## config.mk

```make
export PLATFORM = sky130hd
export DESIGN_NAME = bas_ctrl
export DESIGN_NICKNAME = d
export VERILOG_FILES = /design/src/hw/rtl/bas_pkg.sv /design/src/hw/rtl/bas_ctrl.sv
export SDC_FILE = /design/constraint.sdc
export NUM_CORES = 1
export LEC_CHECK = 0
export BUFFER_PORTS_ARGS = -buffer_cell sky130_fd_sc_hd__buf_2
export CAP_MARGIN = 10
export CELL_PAD_IN_SITES_DETAIL_PLACEMENT = 1
export CELL_PAD_IN_SITES_GLOBAL_PLACEMENT = 1
export CORE_MARGIN = 2
export CORE_UTILIZATION = 35
export CTS_BUF_LIST = sky130_fd_sc_hd__clkbuf_16
export CTS_CLUSTER_SIZE = 28
export DETAILED_ROUTE_END_ITERATION = 10
export PLACE_DENSITY = 0.76
export SYNTH_ARGS = -nofsm -noshare
export SYNTH_HDL_FRONTEND = slang
export SYNTH_SLANG_ARGS = --single-unit
```

## constraint.sdc

```tcl
create_clock -name clk -period 4.79 [get_ports clk]
set_clock_uncertainty 0.1 [all_clocks]
set_input_delay 0.958 -clock clk [delete_from_list [all_inputs] [get_ports clk]]
set_output_delay 0.958 -clock clk [all_outputs]
set_load 0.02 [all_outputs]
```

## src/hw/rtl/bas_pkg.sv

```systemverilog
`default_nettype none
// ----------------------------------------------------------------------------
// Bounded array stack package
// Types, codes and sizing constants shared by the stack core and its cells.
// ----------------------------------------------------------------------------
package bas_pkg;

    localparam int DEPTH      = 256;
    localparam int DATA_WIDTH = 32;
    localparam int CNT_W      = $clog2(DEPTH + 1);
    localparam int IDX_W      = $clog2(DEPTH);
    localparam int CMP_W      = (CNT_W > 9) ? CNT_W : 9;

    typedef logic [DATA_WIDTH-1:0] word_t;

    typedef enum logic [1:0]
    {
        CMD_PUSH = 2'd0,
        CMD_POP  = 2'd1,
        CMD_PEEK = 2'd2,
        CMD_NOP  = 2'd3
    } cmd_t;

    typedef enum logic [1:0]
    {
        STS_OK        = 2'd0,
        STS_OVERFLOW  = 2'd1,
        STS_UNDERFLOW = 2'd2,
        STS_BADINDEX  = 2'd3
    } status_t;

    typedef enum logic
    {
        ST_IDLE = 1'b0,
        ST_PEEK = 1'b1
    } state_t;

    typedef enum logic [1:0]
    {
        CELL_HOLD = 2'd0,
        CELL_PUSH = 2'd1,
        CELL_POP  = 2'd2
    } cell_op_t;

    typedef struct packed
    {
        cell_op_t op;
        logic     lane_load;
        logic     lane_shift;
    } cell_ctrl_t;

    typedef struct packed
    {
        logic [1:0]         cmd;
        logic signed [31:0] push_value;
        logic [8:0]         position;
    } req_beat_t;

    typedef struct packed
    {
        logic signed [31:0] data;
        logic [1:0]         status;
        logic               is_empty;
        logic               is_full;
    } rsp_beat_t;

    function automatic logic [31:0] to_data(input word_t w);
        return 32'(w);
    endfunction

endpackage
`default_nettype wire

```

## src/hw/rtl/bas_ctrl.sv

```systemverilog
`default_nettype none
// ----------------------------------------------------------------------------
// Bounded array stack controller
// Keeps the entry count and capacity, sequences peeks along the lane and
// holds results in an output register with one holding slot behind it.
// ----------------------------------------------------------------------------
module bas_ctrl
    import bas_pkg::*;
(
    input  wire logic       clk,
    input  wire logic       rst_n,
    input  wire logic       capacity_we,
    input  wire logic [8:0] capacity_data,
    input  wire logic       req_valid,
    output logic            req_stall,
    input  wire req_beat_t  req,
    output logic            rsp_valid,
    input  wire logic       rsp_stall,
    output rsp_beat_t       rsp,
    input  wire word_t      top_word,
    input  wire word_t      top_lane,
    output cell_ctrl_t      cell_ctrl,
    output word_t           push_word
);

    state_t           state_reg;
    state_t           state_next;
    logic [CNT_W-1:0] cnt_reg;
    logic [CNT_W-1:0] cnt_next;
    logic [IDX_W-1:0] shift_reg;
    logic [IDX_W-1:0] shift_next;
    logic [8:0]       cap_reg;
    logic [8:0]       cap_next;
    logic             rsp_valid_reg;
    logic             rsp_valid_next;
    rsp_beat_t        rsp_beat_reg;
    rsp_beat_t        rsp_beat_next;
    logic             pend_valid_reg;
    logic             pend_valid_next;
    rsp_beat_t        pend_beat_reg;
    rsp_beat_t        pend_beat_next;

    logic             accept;
    logic [CMP_W-1:0] cap_ext;
    logic [CMP_W-1:0] eff_cap;
    logic [CMP_W-1:0] cnt_ext;
    logic [CMP_W-1:0] pos_ext;
    logic             full_now;
    logic             pos_ok;
    logic             res_valid;
    rsp_beat_t        res;
    logic             rsp_free;

    assign req_stall = (state_reg != ST_IDLE) || pend_valid_reg;
    assign accept    = req_valid && !req_stall;
    assign push_word = DATA_WIDTH'(req.push_value);
    assign cap_ext   = CMP_W'(cap_reg);
    assign eff_cap   = (cap_ext > CMP_W'(DEPTH)) ? CMP_W'(DEPTH) : cap_ext;
    assign cnt_ext   = CMP_W'(cnt_reg);
    assign pos_ext   = CMP_W'(req.position);
    assign full_now  = cnt_ext >= eff_cap;
    assign pos_ok    = (pos_ext != '0) && (pos_ext <= cnt_ext);
    assign cap_next  = capacity_we ? capacity_data : cap_reg;

    always_comb
    begin
        state_next = state_reg;
        case (state_reg)
            ST_IDLE:
            begin
                if (accept && (req.cmd == CMD_PEEK) && pos_ok)
                begin
                    state_next = ST_PEEK;
                end
            end
            ST_PEEK:
            begin
                if (shift_reg == '0)
                begin
                    state_next = ST_IDLE;
                end
            end
            default: state_next = ST_IDLE;
        endcase
    end

    always_comb
    begin
        cell_ctrl.op         = CELL_HOLD;
        cell_ctrl.lane_load  = 1'b0;
        cell_ctrl.lane_shift = 1'b0;
        cnt_next             = cnt_reg;
        shift_next           = shift_reg;
        res_valid            = 1'b0;
        res.data             = '0;
        res.status           = STS_OK;
        case (state_reg)
            ST_IDLE:
            begin
                if (accept)
                begin
                    case (req.cmd)
                        CMD_PUSH:
                        begin
                            res_valid = 1'b1;
                            if (full_now)
                            begin
                                res.status = STS_OVERFLOW;
                            end
                            else
                            begin
                                cell_ctrl.op = CELL_PUSH;
                                cnt_next     = cnt_reg + 1'b1;
                            end
                        end
                        CMD_POP:
                        begin
                            res_valid = 1'b1;
                            if (cnt_reg == '0)
                            begin
                                res.status = STS_UNDERFLOW;
                                res.data   = to_data({DATA_WIDTH{1'b1}});
                            end
                            else
                            begin
                                cell_ctrl.op = CELL_POP;
                                cnt_next     = cnt_reg - 1'b1;
                                res.data     = to_data(top_word);
                            end
                        end
                        CMD_PEEK:
                        begin
                            if (pos_ok)
                            begin
                                cell_ctrl.lane_load = 1'b1;
                                shift_next          = IDX_W'(pos_ext - 1'b1);
                            end
                            else
                            begin
                                res_valid  = 1'b1;
                                res.status = STS_BADINDEX;
                                res.data   = to_data({DATA_WIDTH{1'b1}});
                            end
                        end
                        default: res_valid = 1'b1;
                    endcase
                end
            end
            ST_PEEK:
            begin
                if (shift_reg == '0)
                begin
                    res_valid = 1'b1;
                    res.data  = to_data(top_lane);
                end
                else
                begin
                    cell_ctrl.lane_shift = 1'b1;
                    shift_next           = shift_reg - 1'b1;
                end
            end
            default: ;
        endcase
        res.is_empty = (cnt_next == '0);
        res.is_full  = CMP_W'(cnt_next) >= eff_cap;
    end

    assign rsp_free = !rsp_valid_reg || !rsp_stall;

    always_comb
    begin
        rsp_valid_next  = rsp_valid_reg;
        rsp_beat_next   = rsp_beat_reg;
        pend_valid_next = pend_valid_reg;
        pend_beat_next  = pend_beat_reg;
        if (res_valid)
        begin
            if (rsp_free)
            begin
                rsp_valid_next = 1'b1;
                rsp_beat_next  = res;
            end
            else
            begin
                pend_valid_next = 1'b1;
                pend_beat_next  = res;
            end
        end
        else if (pend_valid_reg && rsp_free)
        begin
            rsp_valid_next  = 1'b1;
            rsp_beat_next   = pend_beat_reg;
            pend_valid_next = 1'b0;
        end
        else if (rsp_free)
        begin
            rsp_valid_next = 1'b0;
        end
    end

    always_ff @(posedge clk or negedge rst_n)
    begin
        if (!rst_n)
        begin
            state_reg      <= ST_IDLE;
            cnt_reg        <= '0;
            shift_reg      <= '0;
            cap_reg        <= 9'd256;
            rsp_valid_reg  <= 1'b0;
            pend_valid_reg <= 1'b0;
        end
        else
        begin
            state_reg      <= state_next;
            cnt_reg        <= cnt_next;
            shift_reg      <= shift_next;
            cap_reg        <= cap_next;
            rsp_valid_reg  <= rsp_valid_next;
            pend_valid_reg <= pend_valid_next;
        end
    end

    always_ff @(posedge clk)
    begin
        rsp_beat_reg  <= rsp_beat_next;
        pend_beat_reg <= pend_beat_next;
    end

    assign rsp_valid = rsp_valid_reg;
    assign rsp       = rsp_beat_reg;

endmodule
`default_nettype wire

```

==> flow_summary.ini <==
[pwr]
internal_power_mw = 1.97
power.switching_mw = 1.15
p_sw_frac = 0.369
p_per_area_nw_per_um2 = 436
sequentialPowerShare = 0.392
irDropWorstVdd_mv = 0.222
p_comb_frac = 0.372
p_leak_nw = 2.95
clkPwrFrac = 0.235

[yosys]
avgSynthCellArea_sq_um = 10.2
synth_compound_area_frac = 0.166
yosys_register_bits = 101
synth_edf_count = 72
ys_top_cells_by_count = edfxtp_1 (72), nand2_1 (56), nor2_1 (48), o21ai_0 (44), nand3_1 (40)
syn_area_sq_um = 6100
yosysSeqAreaShare = 0.473
muxShareOfSynthArea = 0.0269
synth_xor_area_frac = 0.0172
synth_top_family_by_area = simple AND/OR/NAND/NOR gates
yosys.area_share.adder = 0.0697
synth_top_area_cell = edfxtp_1
yosysWarningCount = 0
synth_area_leaders = edfxtp_1 (35%), dfrtp_1 (11%), ha_1 (7.0%)
synth_top_area_frac = 0.354
synthFlopType = edfxtp_1
synthSimpleGateAreaFrac = 0.166
async_flop_share = 0.287
synth_most_common_cell = edfxtp_1
syn_inst = 599
synth_cell_types = 68
synthesis.nets = 754

[global_routing]
antenna_found_initial = 0
grt_max_degree = 49
overflow = 0
grt_pass1_wl_um = 28100
grt_usage = 0.193
grt_pass1_vias = 5446

[sta]
rsz0062_at_grt = false
period_needed_ns = 4.46
setup_violations = 0
hold_viol = 0
tightest_slew_ns = 0.837
fin_setup_tns_ns = 0
slew_headroom = 0.442
slew_violations = 0
fmax_mhz = 224
finalCritPeriodShare = 0.931

[cts]
cts.clk_slew.worst_paths_ns = 0.07
insertion_delay_ns = 0.35
cts_sinks = 101
htreeDepth = 3
cts_tree = done
post_cts_buffers = 0
clk_path_buf_depth = 2
numCtsBuffers = 9
cts-hold-fix-buffers = 0
cts-root-buf = clkbuf_16
cts_resized = 0

[placement]
hpwl_um = 13300
gp_congestion = 0.879
port_buffers = 130
place_area_sq_um = 6860

[status]
status = complete, no violations

[layout]
nets = 855
nFillCells = 1995
num_antenna_cells = 0
multi_input_area_sq_um = 2740
finish.instance_area_sq_um = 7160
register_area_sq_um = 2890
drive_gt1_frac = 0.295
syn_to_final_growth_pct = 17.3

[worst_setup_path]
crit_top_cell = a21o_1
crit_slowest_cell = dfstp_2
endpoint_kind = register
critPathKind = register to register
cp_max_fo = 9
required_ns = 4.79
crit_arrival_ns = 4.46
path_cells = clkinvlp_4, nand2_1, ha_1, a21oi_1, o21ai_1, a221oi_2, nand3_2, o22ai_1, ha_1, nand2b_1, a21o_1, a21o_1, a21o_1, a21o_1, a2111oi_0, o21bai_1, mux2_2
start_kind = register
max_stage_delay_ns = 0.57
r2r_slack_ns = 0.33

[detailed_routing]
via_per_inst = 5.59
wl_per_cell_um = 18.9
ant_nets = 0
drc_errors = 0
wirelength_um = 17600
drtIter0Drc = 358
firstDrtPassIters = 5
vias = 5197

[die]
die_area_sq_um = 18500
ioPinCount = 195
fp.dieH_um = 136
die_w_um = 136
core_area_sq_um = 17200
start_util = 0.355
fp-row-count = 48

[hold_path]
hold_class = register to register

[flow_run]
maxCapViolCount = 0
## metrics by stage
stage | util | power, mW | setup WS, ns | std cells | hold WS [ns]
floorplan | - | 2.03 | 0.220 | 599 | 0.373
CTS | 0.417 | 3.16 | 0.239 | 930 | 0.423
finish | 0.417 | 3.12 | 0.330 | 930 | 0.415
detailed placement | 0.399 | 2.40 | 0.222 | 914 | 0.407
global placement | 0.399 | 2.37 | 0.293 | 914 | 0.391
global route | 0.417 | 3.33 | 0.0549 | 930 | 0.436
## layout by cell type, fill, tap and decap left out, types with 13 or more instances in the layout
master	Yosys	final
o21ai_0	44	44
nor3_1	13	13
a41oi_1	33	33
buf_2	3	130
edfxtp_1	72	72
dfrtp_1	28	28
nand3_1	40	40
nand2_1	56	56
a21oi_1	14	13
inv_1	26	27
nor2_1	48	46
ha_1	34	34
buf_4	32	24
## metal layers
metal  GRT usage  wire, um  part of all wire  vias to the layer above
met4      0.0602       301             0.017                        0
met1       0.242      7630              0.43                     2589
met3      0.0369       930             0.053                       29
li1            -         -                 -                     2418
met5           0         0                 0                        -
met2       0.334      8730              0.50                      161
## final cells by class
class,instances,share of cell area
flip-flops and latches,101,0.404
clock buffers,9,0.0315
well taps,225,0.0393
multi-input cells,404,0.383
clock inverters,7,0.0101
repair buffers,154,0.116
inverters,30,0.0163
## logic make-up after synthesis
kind of cell / after synthesis
fa+ha+maj: 34
buf+inv: 94
compound gates: 143
simple gates: 200
mux: 15
xor+xnor: 12
flops: 101
## worst paths after layout
kind | from | to | cells past startpoint
max | cap_ext[8] | rsp[0] | 17
min | cap_ext[0] | cap_ext[0] | 1
max reg2reg | cap_ext[8] | rsp[0] | 17
min reg2reg | cap_ext[0] | cap_ext[0] | 1
max in group asynchronous | rst_n | rsp_valid | 1
min in group asynchronous | rst_n | cnt_ext[5] | 1
## power groups by stage
stage | logic, mW | registers (mW) | clock network [mW]
2_1_floorplan | 0.778 | 1.25 | 0
3_3_place_gp | 1.13 | 1.24 | 0
3_5_place_dp | 1.16 | 1.24 | 0
4_1_cts | 1.17 | 1.22 | 0.765
5_1_grt | 1.30 | 1.24 | 0.795
6_report | 1.16 | 1.22 | 0.735
## worst max-delay path: cells and delay by family, from the launching register on
kind	cells	cell delay (ns)
AOI/OAI and AO/OA	10	2.11
adders and majority gates	2	0.51
muxes	1	0.29
and+or+nand+nor	3	0.43
buffers and inverters	1	0.19
DFF	1	0.57
Note: power is estimated with default switching activity, not from simulation.
