===== src/hw/rtl/bas_pkg.sv =====
`default_nettype none
// ----------------------------------------------------------------------------
// Bounded array stack package
// Types, codes and sizing constants shared by the stack core and its cells.
// ----------------------------------------------------------------------------
package bas_pkg;

    localparam int DEPTH      = 256;
    localparam int DATA_WIDTH = 32;
    localparam int CNT_W      = $clog2(DEPTH + 1);
    localparam int IDX_W      = $clog2(DEPTH);
    localparam int CMP_W      = (CNT_W > 9) ? CNT_W : 9;

    typedef logic [DATA_WIDTH-1:0] word_t;

    typedef enum logic [1:0]
    {
        CMD_PUSH = 2'd0,
        CMD_POP  = 2'd1,
        CMD_PEEK = 2'd2,
        CMD_NOP  = 2'd3
    } cmd_t;

    typedef enum logic [1:0]
    {
        STS_OK        = 2'd0,
        STS_OVERFLOW  = 2'd1,
        STS_UNDERFLOW = 2'd2,
        STS_BADINDEX  = 2'd3
    } status_t;

    typedef enum logic
    {
        ST_IDLE = 1'b0,
        ST_PEEK = 1'b1
    } state_t;

    typedef enum logic [1:0]
    {
        CELL_HOLD = 2'd0,
        CELL_PUSH = 2'd1,
        CELL_POP  = 2'd2
    } cell_op_t;

    typedef struct packed
    {
        cell_op_t op;
        logic     lane_load;
        logic     lane_shift;
    } cell_ctrl_t;

    typedef struct packed
    {
        logic [1:0]         cmd;
        logic signed [31:0] push_value;
        logic [8:0]         position;
    } req_beat_t;

    typedef struct packed
    {
        logic signed [31:0] data;
        logic [1:0]         status;
        logic               is_empty;
        logic               is_full;
    } rsp_beat_t;

    function automatic logic [31:0] to_data(input word_t w);
        return 32'(w);
    endfunction

endpackage
`default_nettype wire


===== src/hw/rtl/bas_cell.sv =====
`default_nettype none
// ----------------------------------------------------------------------------
// Bounded array stack cell
// Holds one stack entry and one word of the peek lane, and trades both with
// its neighbours as the controller commands.
// ----------------------------------------------------------------------------
module bas_cell
    import bas_pkg::*;
(
    input  wire logic       clk,
    input  wire cell_ctrl_t ctrl,
    input  wire word_t      word_above,
    input  wire word_t      word_below,
    input  wire word_t      lane_below,
    output word_t           word,
    output word_t           lane
);

    word_t word_reg;
    word_t word_next;
    word_t lane_reg;
    word_t lane_next;

    always_comb
    begin
        case (ctrl.op)
            CELL_PUSH: word_next = word_above;
            CELL_POP:  word_next = word_below;
            default:   word_next = word_reg;
        endcase
        if (ctrl.lane_load)
        begin
            lane_next = word_reg;
        end
        else if (ctrl.lane_shift)
        begin
            lane_next = lane_below;
        end
        else
        begin
            lane_next = lane_reg;
        end
    end

    always_ff @(posedge clk)
    begin
        word_reg <= word_next;
        lane_reg <= lane_next;
    end

    assign word = word_reg;
    assign lane = lane_reg;

endmodule
`default_nettype wire


===== config.mk =====
export PLATFORM = sky130hd
export DESIGN_NAME = bas_cell
export DESIGN_NICKNAME = d
export VERILOG_FILES = /design/src/hw/rtl/bas_pkg.sv /design/src/hw/rtl/bas_cell.sv
export SDC_FILE = /design/constraint.sdc
export NUM_CORES = 1
export LEC_CHECK = 0
export ABC_CLOCK_PERIOD_IN_PS = 2000
export BUFFER_PORTS_ARGS = -buffer_cell sky130_fd_sc_hd__buf_2
export CORE_ASPECT_RATIO = 0.5
export CORE_MARGIN = 2
export CORE_UTILIZATION = 45
export DETAILED_ROUTE_END_ITERATION = 16
export GPL_ROUTABILITY_DRIVEN = 0
export PLACE_DENSITY = 0.81
export SLEW_MARGIN = 20
export SYNTH_ARGS = -nofsm -noshare
export SYNTH_HDL_FRONTEND = slang
export SYNTH_SLANG_ARGS = --single-unit

===== constraint.sdc =====
create_clock -name clk -period 2 [get_ports clk]
set_clock_uncertainty 0.05 [all_clocks]
set_input_delay 0.1 -clock clk [delete_from_list [all_inputs] [get_ports clk]]
set_output_delay 0.1 -clock clk [all_outputs]
set_load 0.02 [all_outputs]

==> results of run 1 <==
## synthesized netlist by cell type (all sizes together)
library cell	number
mux2	64
edfxtp	64
buf	8
or2	1
inv	2
ha	1
## layer usage
metal  GRT usage  vias to the layer above  share of wire  wire, um
li1            -                      894              -         -
met1       0.183                      900           0.38      2400
met2       0.304                       71           0.55      3530
met3      0.0502                       10          0.058       373
met4      0.0807                        0          0.013        83
met5           0                        -              0         0
## metrics by stage
step	util	power (mW)	hold slack [ps]	std cells
6_report	0.632	4.02	28.8	409
3_5_place_dp	0.590	2.62	353	395
3_3_place_gp	0.590	2.59	352	395
2_1_floorplan	-	2.32	267	140
5_1_grt	0.632	4.19	18.1	409
4_1_cts	0.632	4.07	20.1	409
## cells by family (layout without fill, tap and decap cells)
family / Yosys count / after routing / synth area share
simple gates: 1 / 1 / 0.00206
flops: 64 / 64 / 0.634
mux: 64 / 64 / 0.311
fa+ha+maj: 1 / 1 / 0.00412
buf+inv: 10 / 187 / 0.0495
## worst max-delay path by stage
stage	startpoint	to	slack, ps	cells past startpoint
after detailed placement	ctrl[2]	word[31]	620	5
final	word[11]	word[11]	940	1
after global placement	ctrl[2]	word[13]	640	5
after CTS	word[11]	word[11]	920	1
after global routing	word[11]	word[11]	890	1
after floorplan	ctrl[1]	lane[0]	440	3
## power by group
part           leakage, nW  switching [mW]  total (mW)  internal [mW]
Sequential           0.639          0.0723        1.78           1.70
Clock                0.141           0.500        1.44          0.939
Combinational         1.18           0.429       0.807          0.378
Total                 1.96            1.00        4.02           3.02
## area by class of cell
cell class                 count  share of cell area
clock buffer                   9              0.0540
tap                           92              0.0276
inverter                       2             0.00180
multi-input combinational     66               0.231
timing repair buffer         171               0.212
sequential                    64               0.461
clock inverter                 5              0.0120
==> metrics, run 1 <==
Area Overhead vs Synth 37.5%; initial antenna violation count 0; result of the run finished, final reports clean; cell count after synthesis 140; YS warnings 0; deepest level of the CTS H-tree 3; area of the die 7450 sq um; placeable core region 6600 sq um; number of vias per cell after detailed routing 4.58; share of cells above drive strength 1 0.789; crit path time final 1060 ps; beginning of the worst register-to-register path word[11]; leakage power 1.96 nW; total routing usage reported by global routing 0.165; clock tree from TritonCTS done; wire length of the first global-routing pass 9020 um; total gr overflow 0; net count of the mapped netlist 242; Final Hold Fails 0; initial standard-cell utilization of the core 0.460; post_cts resized 0; total buffers and inverters traversed by the critical path 1; critical path startpoint category flop; maximum ir drop on the vdd rail 445 uV; Worst Hold End word[29]; Pre-Repair DR Iteration Count 4; First DRT Iteration DRCs 82; syn_area_per_cell 21.7 sq um; Routed Antenna Nets 0; leading cell types in the layout, fill and taps excluded 164 x sky130_fd_sc_hd__buf_2, 64 x sky130_fd_sc_hd__edfxtp_1, 59 x sky130_fd_sc_hd__mux2_4, 9 x sky130_fd_sc_hd__clkbuf_16, 6 x sky130_fd_sc_hd__buf_4; Setup Buffers After CTS 0; relative slew slack 0.713; library cell with the largest summed area after synthesis sky130_fd_sc_hd__edfxtp_1; longest individual stage delay on the worst path 410 ps; Power Dens Cells 965 nW/um^2; synth unique cells 8; highest achievable clock rate 0.939 GHz; overall routed net length 6390 um; detailed-route via count 1875; crit-path max FO 2; multi-input combinational cell area 963 sq um; count of clock tree sinks 64; largest buffer count on any clock path 2; CTS clk-pin slew, worst paths 50 ps; Worst Path Class, Setup flop to output port; Chip Height 62.1 um; Yosys top cell area share 0.634; Tightest Pin Transition 430 ps; sum of negative setup slack 0 ps; number of slew-limit violations in the final report 0; leading cell type in the layout, fill and taps excluded sky130_fd_sc_hd__buf_2; clock latency on the worst-skew pair 320 ps; max-cap viol count 0; data required time of the critical path 1850 ps; pre-CTS setup slack 616 ps; drt wl/cell 15.6 um; # setup viols final 0; Register Area 1920 sq um; top post-synthesis cells by area sky130_fd_sc_hd__edfxtp_1 63%, sky130_fd_sc_hd__mux2_4 29%, sky130_fd_sc_hd__buf_12 4.0%; FF-to-FF setup slack 1010 ps; maximum number of pins on one net before global-route repair 33; CP delay by family, top flip-flops; total inserted antenna cells 0; register bit total from synthesis 64; Die W 120 um; Worst Setup Slack, final 935 ps; total of fill cells in the finished design 494; data arrival time of the critical path 910 ps; Hold/Removal Path Class primary input to flop; via count of the first global-routing pass 1882; number of top-level design ports 165; clock tree root driver cell sky130_fd_sc_hd__clkbuf_16; buffers added on ports 164; cell at the slowest stage of the critical path sky130_fd_sc_hd__edfxtp_1; Layout Cell Area excl Fill 4170 sq um; hold path depth 2; share of the clock period used by the worst path 0.532; worst r2r path cells 1; critical path endpoint category output port; worst-path cell chain buf_2; hold path startpoint word_above[29]; number of CTS-inserted buffers 9; cell area after placement 3890 sq um; sequential element share of the synthesized area 0.634; number of hold buffers added after CTS 0; end of the worst register-to-register path lane[11]; total number of nets in the final design 416; DRC 0; combined area of all synthesized cells 3030 sq um; total number of placement rows 21; RSZ-0062 raised after global routing no
(Power assumes the default switching activity.)
==> inputs of run 2 (changes only) <==
- ABC_CLOCK_PERIOD_IN_PS: 2000 -> 900
- CORE_UTILIZATION: 45 -> 40
- PLACE_DENSITY: 0.81 -> 0.76
- clock period: 2 -> 0.9 ns (I/O delays scaled with it)
==> metrics, run 2 (synthesis results as in run 1) <==
hold path depth 2 (unchanged); Final Hold Fails 60 (was 0); initial standard-cell utilization of the core 0.413 (was 0.460); total number of placement rows 22 (was 21); result of the run finished with violations (was finished, final reports clean); overall power of the completed layout 9.42 mW (was 4.02 mW); Power Dens Cells 1980 nW/um^2 (was 965 nW/um^2); FF-to-FF setup slack -200 ps (was 1010 ps); wire length of the first global-routing pass 9960 um (was 9020 um); Chip Height 65.6 um (was 62.1 um); clock tree from TritonCTS done (unchanged); Area Overhead vs Synth 56.8% (was 37.5%); buffers added on ports 164 (unchanged); relative slew slack 0.704 (was 0.713); RSZ-0062 raised after global routing yes (was no); drt wl/cell 15.7 um (was 15.6 um); Die W 127 um (was 120 um); violated checks hold timing, setup timing; number of top-level design ports 165 (unchanged); WHS -25.2 ps (was 28.8 ps); # setup viols final 96 (was 0); area of the die 8340 sq um (was 7450 sq um); share of the clock period used by the worst path 1.22; end of the worst register-to-register path lane[8] (was lane[11]); CTS clk-pin slew, worst paths 50 ps (about the same); crit-path max FO 2 (unchanged); leakage power 2.19 nW (was 1.96 nW); highest achievable clock rate 0.908 GHz; post-DP HPWL 5160 um; Worst Path Class, Setup flop to flop (was flop to output port); maximum number of pins on one net before global-route repair 33 (unchanged); sum of negative setup slack -7720 ps (was 0 ps); via count of the first global-routing pass 2050 (was 1882); leading cell types in the layout, fill and taps excluded 107 x sky130_fd_sc_hd__buf_2, 64 x sky130_fd_sc_hd__mux2_4, 64 x sky130_fd_sc_hd__edfxtp_1, 64 x sky130_fd_sc_hd__buf_6, 12 x sky130_fd_sc_hd__buf_4 (was 164 x sky130_fd_sc_hd__buf_2, 64 x sky130_fd_sc_hd__edfxtp_1, 59 x sky130_fd_sc_hd__mux2_4, 9 x sky130_fd_sc_hd__clkbuf_16, 6 x sky130_fd_sc_hd__buf_4); detailed-route via count 1909 (was 1875); deepest level of the CTS H-tree 3 (unchanged); worst r2r path cells 2 (was 1); clock tree root driver cell sky130_fd_sc_hd__clkbuf_16 (unchanged); pre-CTS setup slack -297 ps (was 616 ps); Routed Antenna Nets 0 (unchanged); longest individual stage delay on the worst path 410 ps (about the same); Tightest Pin Transition 443 ps (was 430 ps); placeable core region 7350 sq um (was 6600 sq um); leading cell type in the layout, fill and taps excluded sky130_fd_sc_hd__buf_2 (unchanged); beginning of the worst register-to-register path word[8] (was word[11]); number of CTS-inserted buffers 9 (unchanged); number of slew-limit violations in the final report 0 (unchanged); worst-path cell chain buf_4 > mux2_4 (was buf_2); data arrival time of the critical path 1120 ps (was 910 ps); crit path time final 1100 ps; total buffers and inverters traversed by the critical path 1 (unchanged); Pre-Repair DR Iteration Count 4 (unchanged); Worst Hold End word[29] (unchanged); data required time of the critical path 920 ps (was 1850 ps); DRC 0 (unchanged); total of fill cells in the finished design 518 (was 494); initial antenna violation count 0 (unchanged); share of cells above drive strength 1 0.797 (was 0.789); critical path endpoint category flop (was output port); maximum ir drop on the vdd rail 967 uV (was 445 uV); hold path startpoint word_above[29] (unchanged); First DRT Iteration DRCs 55 (was 82); total gr overflow 0 (unchanged); CP delay by family, top flip-flops (unchanged); overall routed net length 6770 um (was 6390 um); clock latency on the worst-skew pair 320 ps (about the same); total number of nets in the final design 433 (was 416); cell at the slowest stage of the critical path sky130_fd_sc_hd__edfxtp_1 (unchanged); placed cells 411 (was 395); total routing usage reported by global routing 0.160 (was 0.165); count of clock tree sinks 64 (unchanged); final standard cell count with taps included and fillers excluded 431 (was 409); max-cap viol count 0 (unchanged); critical path startpoint category flop (unchanged); largest buffer count on any clock path 2 (unchanged); total inserted antenna cells 0 (unchanged); Worst Setup Slack, final -201 ps (was 935 ps); Hold/Removal Path Class primary input to flop (unchanged); number of vias per cell after detailed routing 4.43 (was 4.58)
==> run 2: cell types whose count changed in the layout (fill, tap and decap cells not counted), moves of 2 or more <==
cell / previous run / this run
sky130_fd_sc_hd__clkinv_1: 0 / 4
sky130_fd_sc_hd__buf_6: 0 / 64
sky130_fd_sc_hd__mux2_4: 59 / 64
sky130_fd_sc_hd__clkinv_2: 4 / 1
sky130_fd_sc_hd__inv_1: 2 / 0
sky130_fd_sc_hd__mux2_2: 5 / 0
sky130_fd_sc_hd__buf_2: 164 / 107
sky130_fd_sc_hd__buf_12: 1 / 5
sky130_fd_sc_hd__buf_4: 6 / 12
sky130_fd_sc_hd__clkinvlp_4: 0 / 2
==> run 2: repair_timing <==
item / 4_1_cts / 5_1_grt
setup buffers: 5 / 0
resized for setup: 77 / 44
setup endpoints to repair: 96 / 96
endpoints found under the hold margin: 64 / 59
==> run 2: layer usage <==
layer | global-route usage | vias to the layer above | routed length (um)
met4 | 0.0591 | 0 | 104
met3 | 0.0480 | 10 | 306
met1 | 0.181 | 909 | 2580
met2 | 0.291 | 62 | 3780
li1 | - | 928 | -
met5 | 0 | - | 0
==> run 2: worst reg2reg max path: stages (launching register included) <==
cell	delay, ps
sky130_fd_sc_hd__edfxtp_1	410
sky130_fd_sc_hd__buf_4	150
sky130_fd_sc_hd__mux2_4	240
==> run 2: worst max path at each step <==
stage | end | start | depth (start not counted)
after floorplan | word[0] | ctrl[2] | 3
after global placement | word[14] | ctrl[2] | 5
after CTS | word[23] | word[23] | 2
final | lane[8] | word[8] | 2
after global routing | word[25] | word[25] | 2
after detailed placement | word[16] | ctrl[2] | 5
==> run 2: area by class of cell <==
class,count,area (sq um),area share
tap,96,120,0.0253
clock inverter,6,27.5,0.00579
timing repair buffer,188,1450,0.304
inverter,2,18.8,0.00395
multi-input combinational,66,995,0.209
sequential,64,1920,0.404
clock buffer,9,225,0.0474
==> run 2: metrics by stage <==
step            util  instance area [sq um]  hold WS [ps]
2_1_floorplan      -                   3090           212
3_3_place_gp   0.555                   4080           296
3_5_place_dp   0.555                   4080           298
4_1_cts        0.628                   4620         -33.0
5_1_grt        0.647                   4750         -30.2
6_report       0.647                   4750         -25.2
==> run 2: where the power goes <==
part / leakage [nW] / switching [mW] / internal (mW)
Combinational: 1.43 / 1.04 / 1.45
Clock: 0.121 / 1.11 / 1.80
Sequential: 0.639 / 0.237 / 3.79
Total: 2.19 / 2.39 / 7.04
==> inputs of run 3 (changes only) <==
- ABC_CLOCK_PERIOD_IN_PS: 900 -> 1010
- clock period: 0.9 -> 1.01 ns (I/O delays scaled with it)
==> metrics, run 3 (synthesis results as in run 1) <==
Layout Cell Area excl Fill 5430 sq um (was 4750 sq um); worst r2r path cells 1 (was 2); Routed Antenna Nets 0 (unchanged); launch point of the critical path word[16] (was word[8]); data required time of the critical path 910 ps (was 920 ps); Final Hold Fails 0 (was 60); drt wl/cell 17.4 um (was 15.7 um); Hold/Removal Path Class primary input to flop (unchanged); leading cell type in the layout, fill and taps excluded sky130_fd_sc_hd__buf_2 (unchanged); First DRT Iteration DRCs 132 (was 55); leakage power 2.45 nW (was 2.19 nW); # setup viols final 7 (was 96); end of the worst register-to-register path lane[21] (was lane[8]); largest buffer count on any clock path 2 (unchanged); total of fill cells in the finished design 447 (was 518); Worst Setup Slack, final -19.5 ps (was -201 ps); CTS clk-pin slew, worst paths 50 ps (about the same); pre-CTS setup slack -201 ps (was -297 ps); relative slew slack 0.699 (was 0.704); Tightest Pin Transition 451 ps (was 443 ps); detailed-route wire length on metal 1 3010 um (was 2580 um); Area Overhead vs Synth 79.0% (was 56.8%); critical path startpoint category flop (unchanged); Power Dens Cells 1610 nW/um^2 (was 1980 nW/um^2); Chip Height 65.6 um (unchanged); via count of the first global-routing pass 2547 (was 2050); deepest level of the CTS H-tree 3 (unchanged); Final Core Density 0.739 (was 0.647); area of the die 8340 sq um (unchanged); detailed-route via count 2327 (was 1909); number of vias per cell after detailed routing 4.57 (was 4.43); critical path endpoint category output port (was flop); clock tree root driver cell sky130_fd_sc_hd__clkbuf_16 (unchanged); placeable core region 7350 sq um (unchanged); initial antenna violation count 0 (unchanged); number of top-level design ports 165 (unchanged); total inserted antenna cells 0 (unchanged); total number of nets in the final design 510 (was 433); count of clock tree sinks 64 (unchanged); Pre-Repair DR Iteration Count 4 (unchanged); leading cell types in the layout, fill and taps excluded 132 x sky130_fd_sc_hd__buf_2, 95 x sky130_fd_sc_hd__dlygate4sd3_1, 64 x sky130_fd_sc_hd__edfxtp_1, 62 x sky130_fd_sc_hd__mux2_4, 32 x sky130_fd_sc_hd__buf_6 (was 107 x sky130_fd_sc_hd__buf_2, 64 x sky130_fd_sc_hd__mux2_4, 64 x sky130_fd_sc_hd__edfxtp_1, 64 x sky130_fd_sc_hd__buf_6, 12 x sky130_fd_sc_hd__buf_4); share of cells above drive strength 1 0.608 (was 0.797); crit path time final 1030 ps; overall power of the completed layout 8.74 mW (was 9.42 mW); longest individual stage delay on the worst path 440 ps (was 410 ps); total routing usage reported by global routing 0.204 (was 0.160); Setup Buffers After CTS 0 (was 5); wire length of the first global-routing pass 12400 um (was 9960 um); number of slew-limit violations in the final report 0 (unchanged); clock latency on the worst-skew pair 320 ps (about the same); total gr overflow 0 (unchanged); total buffers and inverters traversed by the critical path 1 (unchanged); overall routed net length 8870 um (was 6770 um); Worst Path Class, Setup flop to output port (was flop to flop); number of CTS-inserted buffers 9 (unchanged); beginning of the worst register-to-register path word[21] (was word[8]); data arrival time of the critical path 930 ps (was 1120 ps); DRC 0 (unchanged); RSZ-0062 raised after global routing yes (unchanged); clock tree from TritonCTS done (unchanged); cell count along the critical path 1 (was 2); buffers added on ports 164 (unchanged); share of the clock period used by the worst path 1.02; worst-path cell chain buf_6 (was buf_4 > mux2_4); max-cap viol count 0 (unchanged); maximum number of pins on one net before global-route repair 33 (unchanged); highest routed layer met4 (unchanged); maximum ir drop on the vdd rail 1030 uV (was 967 uV); met3 wirelength from detailed routing 402 um (was 306 um); CP delay by family, top flip-flops (unchanged); crit-path max FO 2 (unchanged); length of routed met2 wiring 5120 um (was 3780 um); FF-to-FF setup slack -10 ps (was -200 ps); WHS 1.58 ps (was -25.2 ps); termination of the worst setup path word[16] (was lane[8]); cell at the slowest stage of the critical path sky130_fd_sc_hd__edfxtp_1 (unchanged); result of the run finished with violations (unchanged); total number of placement rows 22 (unchanged); Die W 127 um (unchanged); highest achievable clock rate 0.971 GHz; cell area after placement 3990 sq um (was 4080 sq um); violated checks setup timing (was hold timing, setup timing); initial standard-cell utilization of the core 0.413 (unchanged)
run 3: layer usage:
metal | vias to the layer above | global-route usage
met5 | - | 0
met4 | 0 | 0.110
met3 | 30 | 0.0611
met2 | 97 | 0.419
met1 | 1114 | 0.182
li1 | 1086 | -
run 3: layout make-up:
| class | count | area [sq um] | area share |
|---|---|---|---|
| timing repair buffer | 265 | 2090 | 0.385 |
| sequential | 64 | 1920 | 0.354 |
| multi-input combinational | 66 | 987 | 0.182 |
| clock buffer | 9 | 225 | 0.0415 |
| tap | 96 | 120 | 0.0221 |
| clock inverter | 7 | 62.6 | 0.0115 |
| inverter | 2 | 18.8 | 0.00346 |
run 3: power breakdown:
| part | internal [mW] | total, mW | switching [mW] |
|---|---|---|---|
| combinational | 1.25 | 2.21 | 0.956 |
| sequential | 3.38 | 3.58 | 0.205 |
| clock | 1.88 | 2.95 | 1.07 |
run 3: timing repair:
action / 4_1_cts / 5_1_grt
resized for setup: 32 / 32
endpoints found under the setup margin: 16 / 41
endpoints found under the hold margin: 63 / 0
hold buffers: 95 / 0
run 3: worst min path at each step:
stage	startpoint	to	slack (ps)	cells after the start
floorplan	word_below[0]	word[0]	220	1
global placement	lane_below[0]	lane[0]	300	2
detailed placement	word_below[7]	word[7]	300	2
CTS	lane_below[21]	lane[21]	9	2
global route	lane_below[21]	lane[21]	3	2
finish	lane_below[21]	lane[21]	2	2
run 3: metrics by stage:
step,std cells,TNS [ps]
after floorplan,140,-8510
after global placement,398,-8840
after detailed placement,398,-11030
after CTS,509,-124
after global routing,509,-680
final,509,-54.5
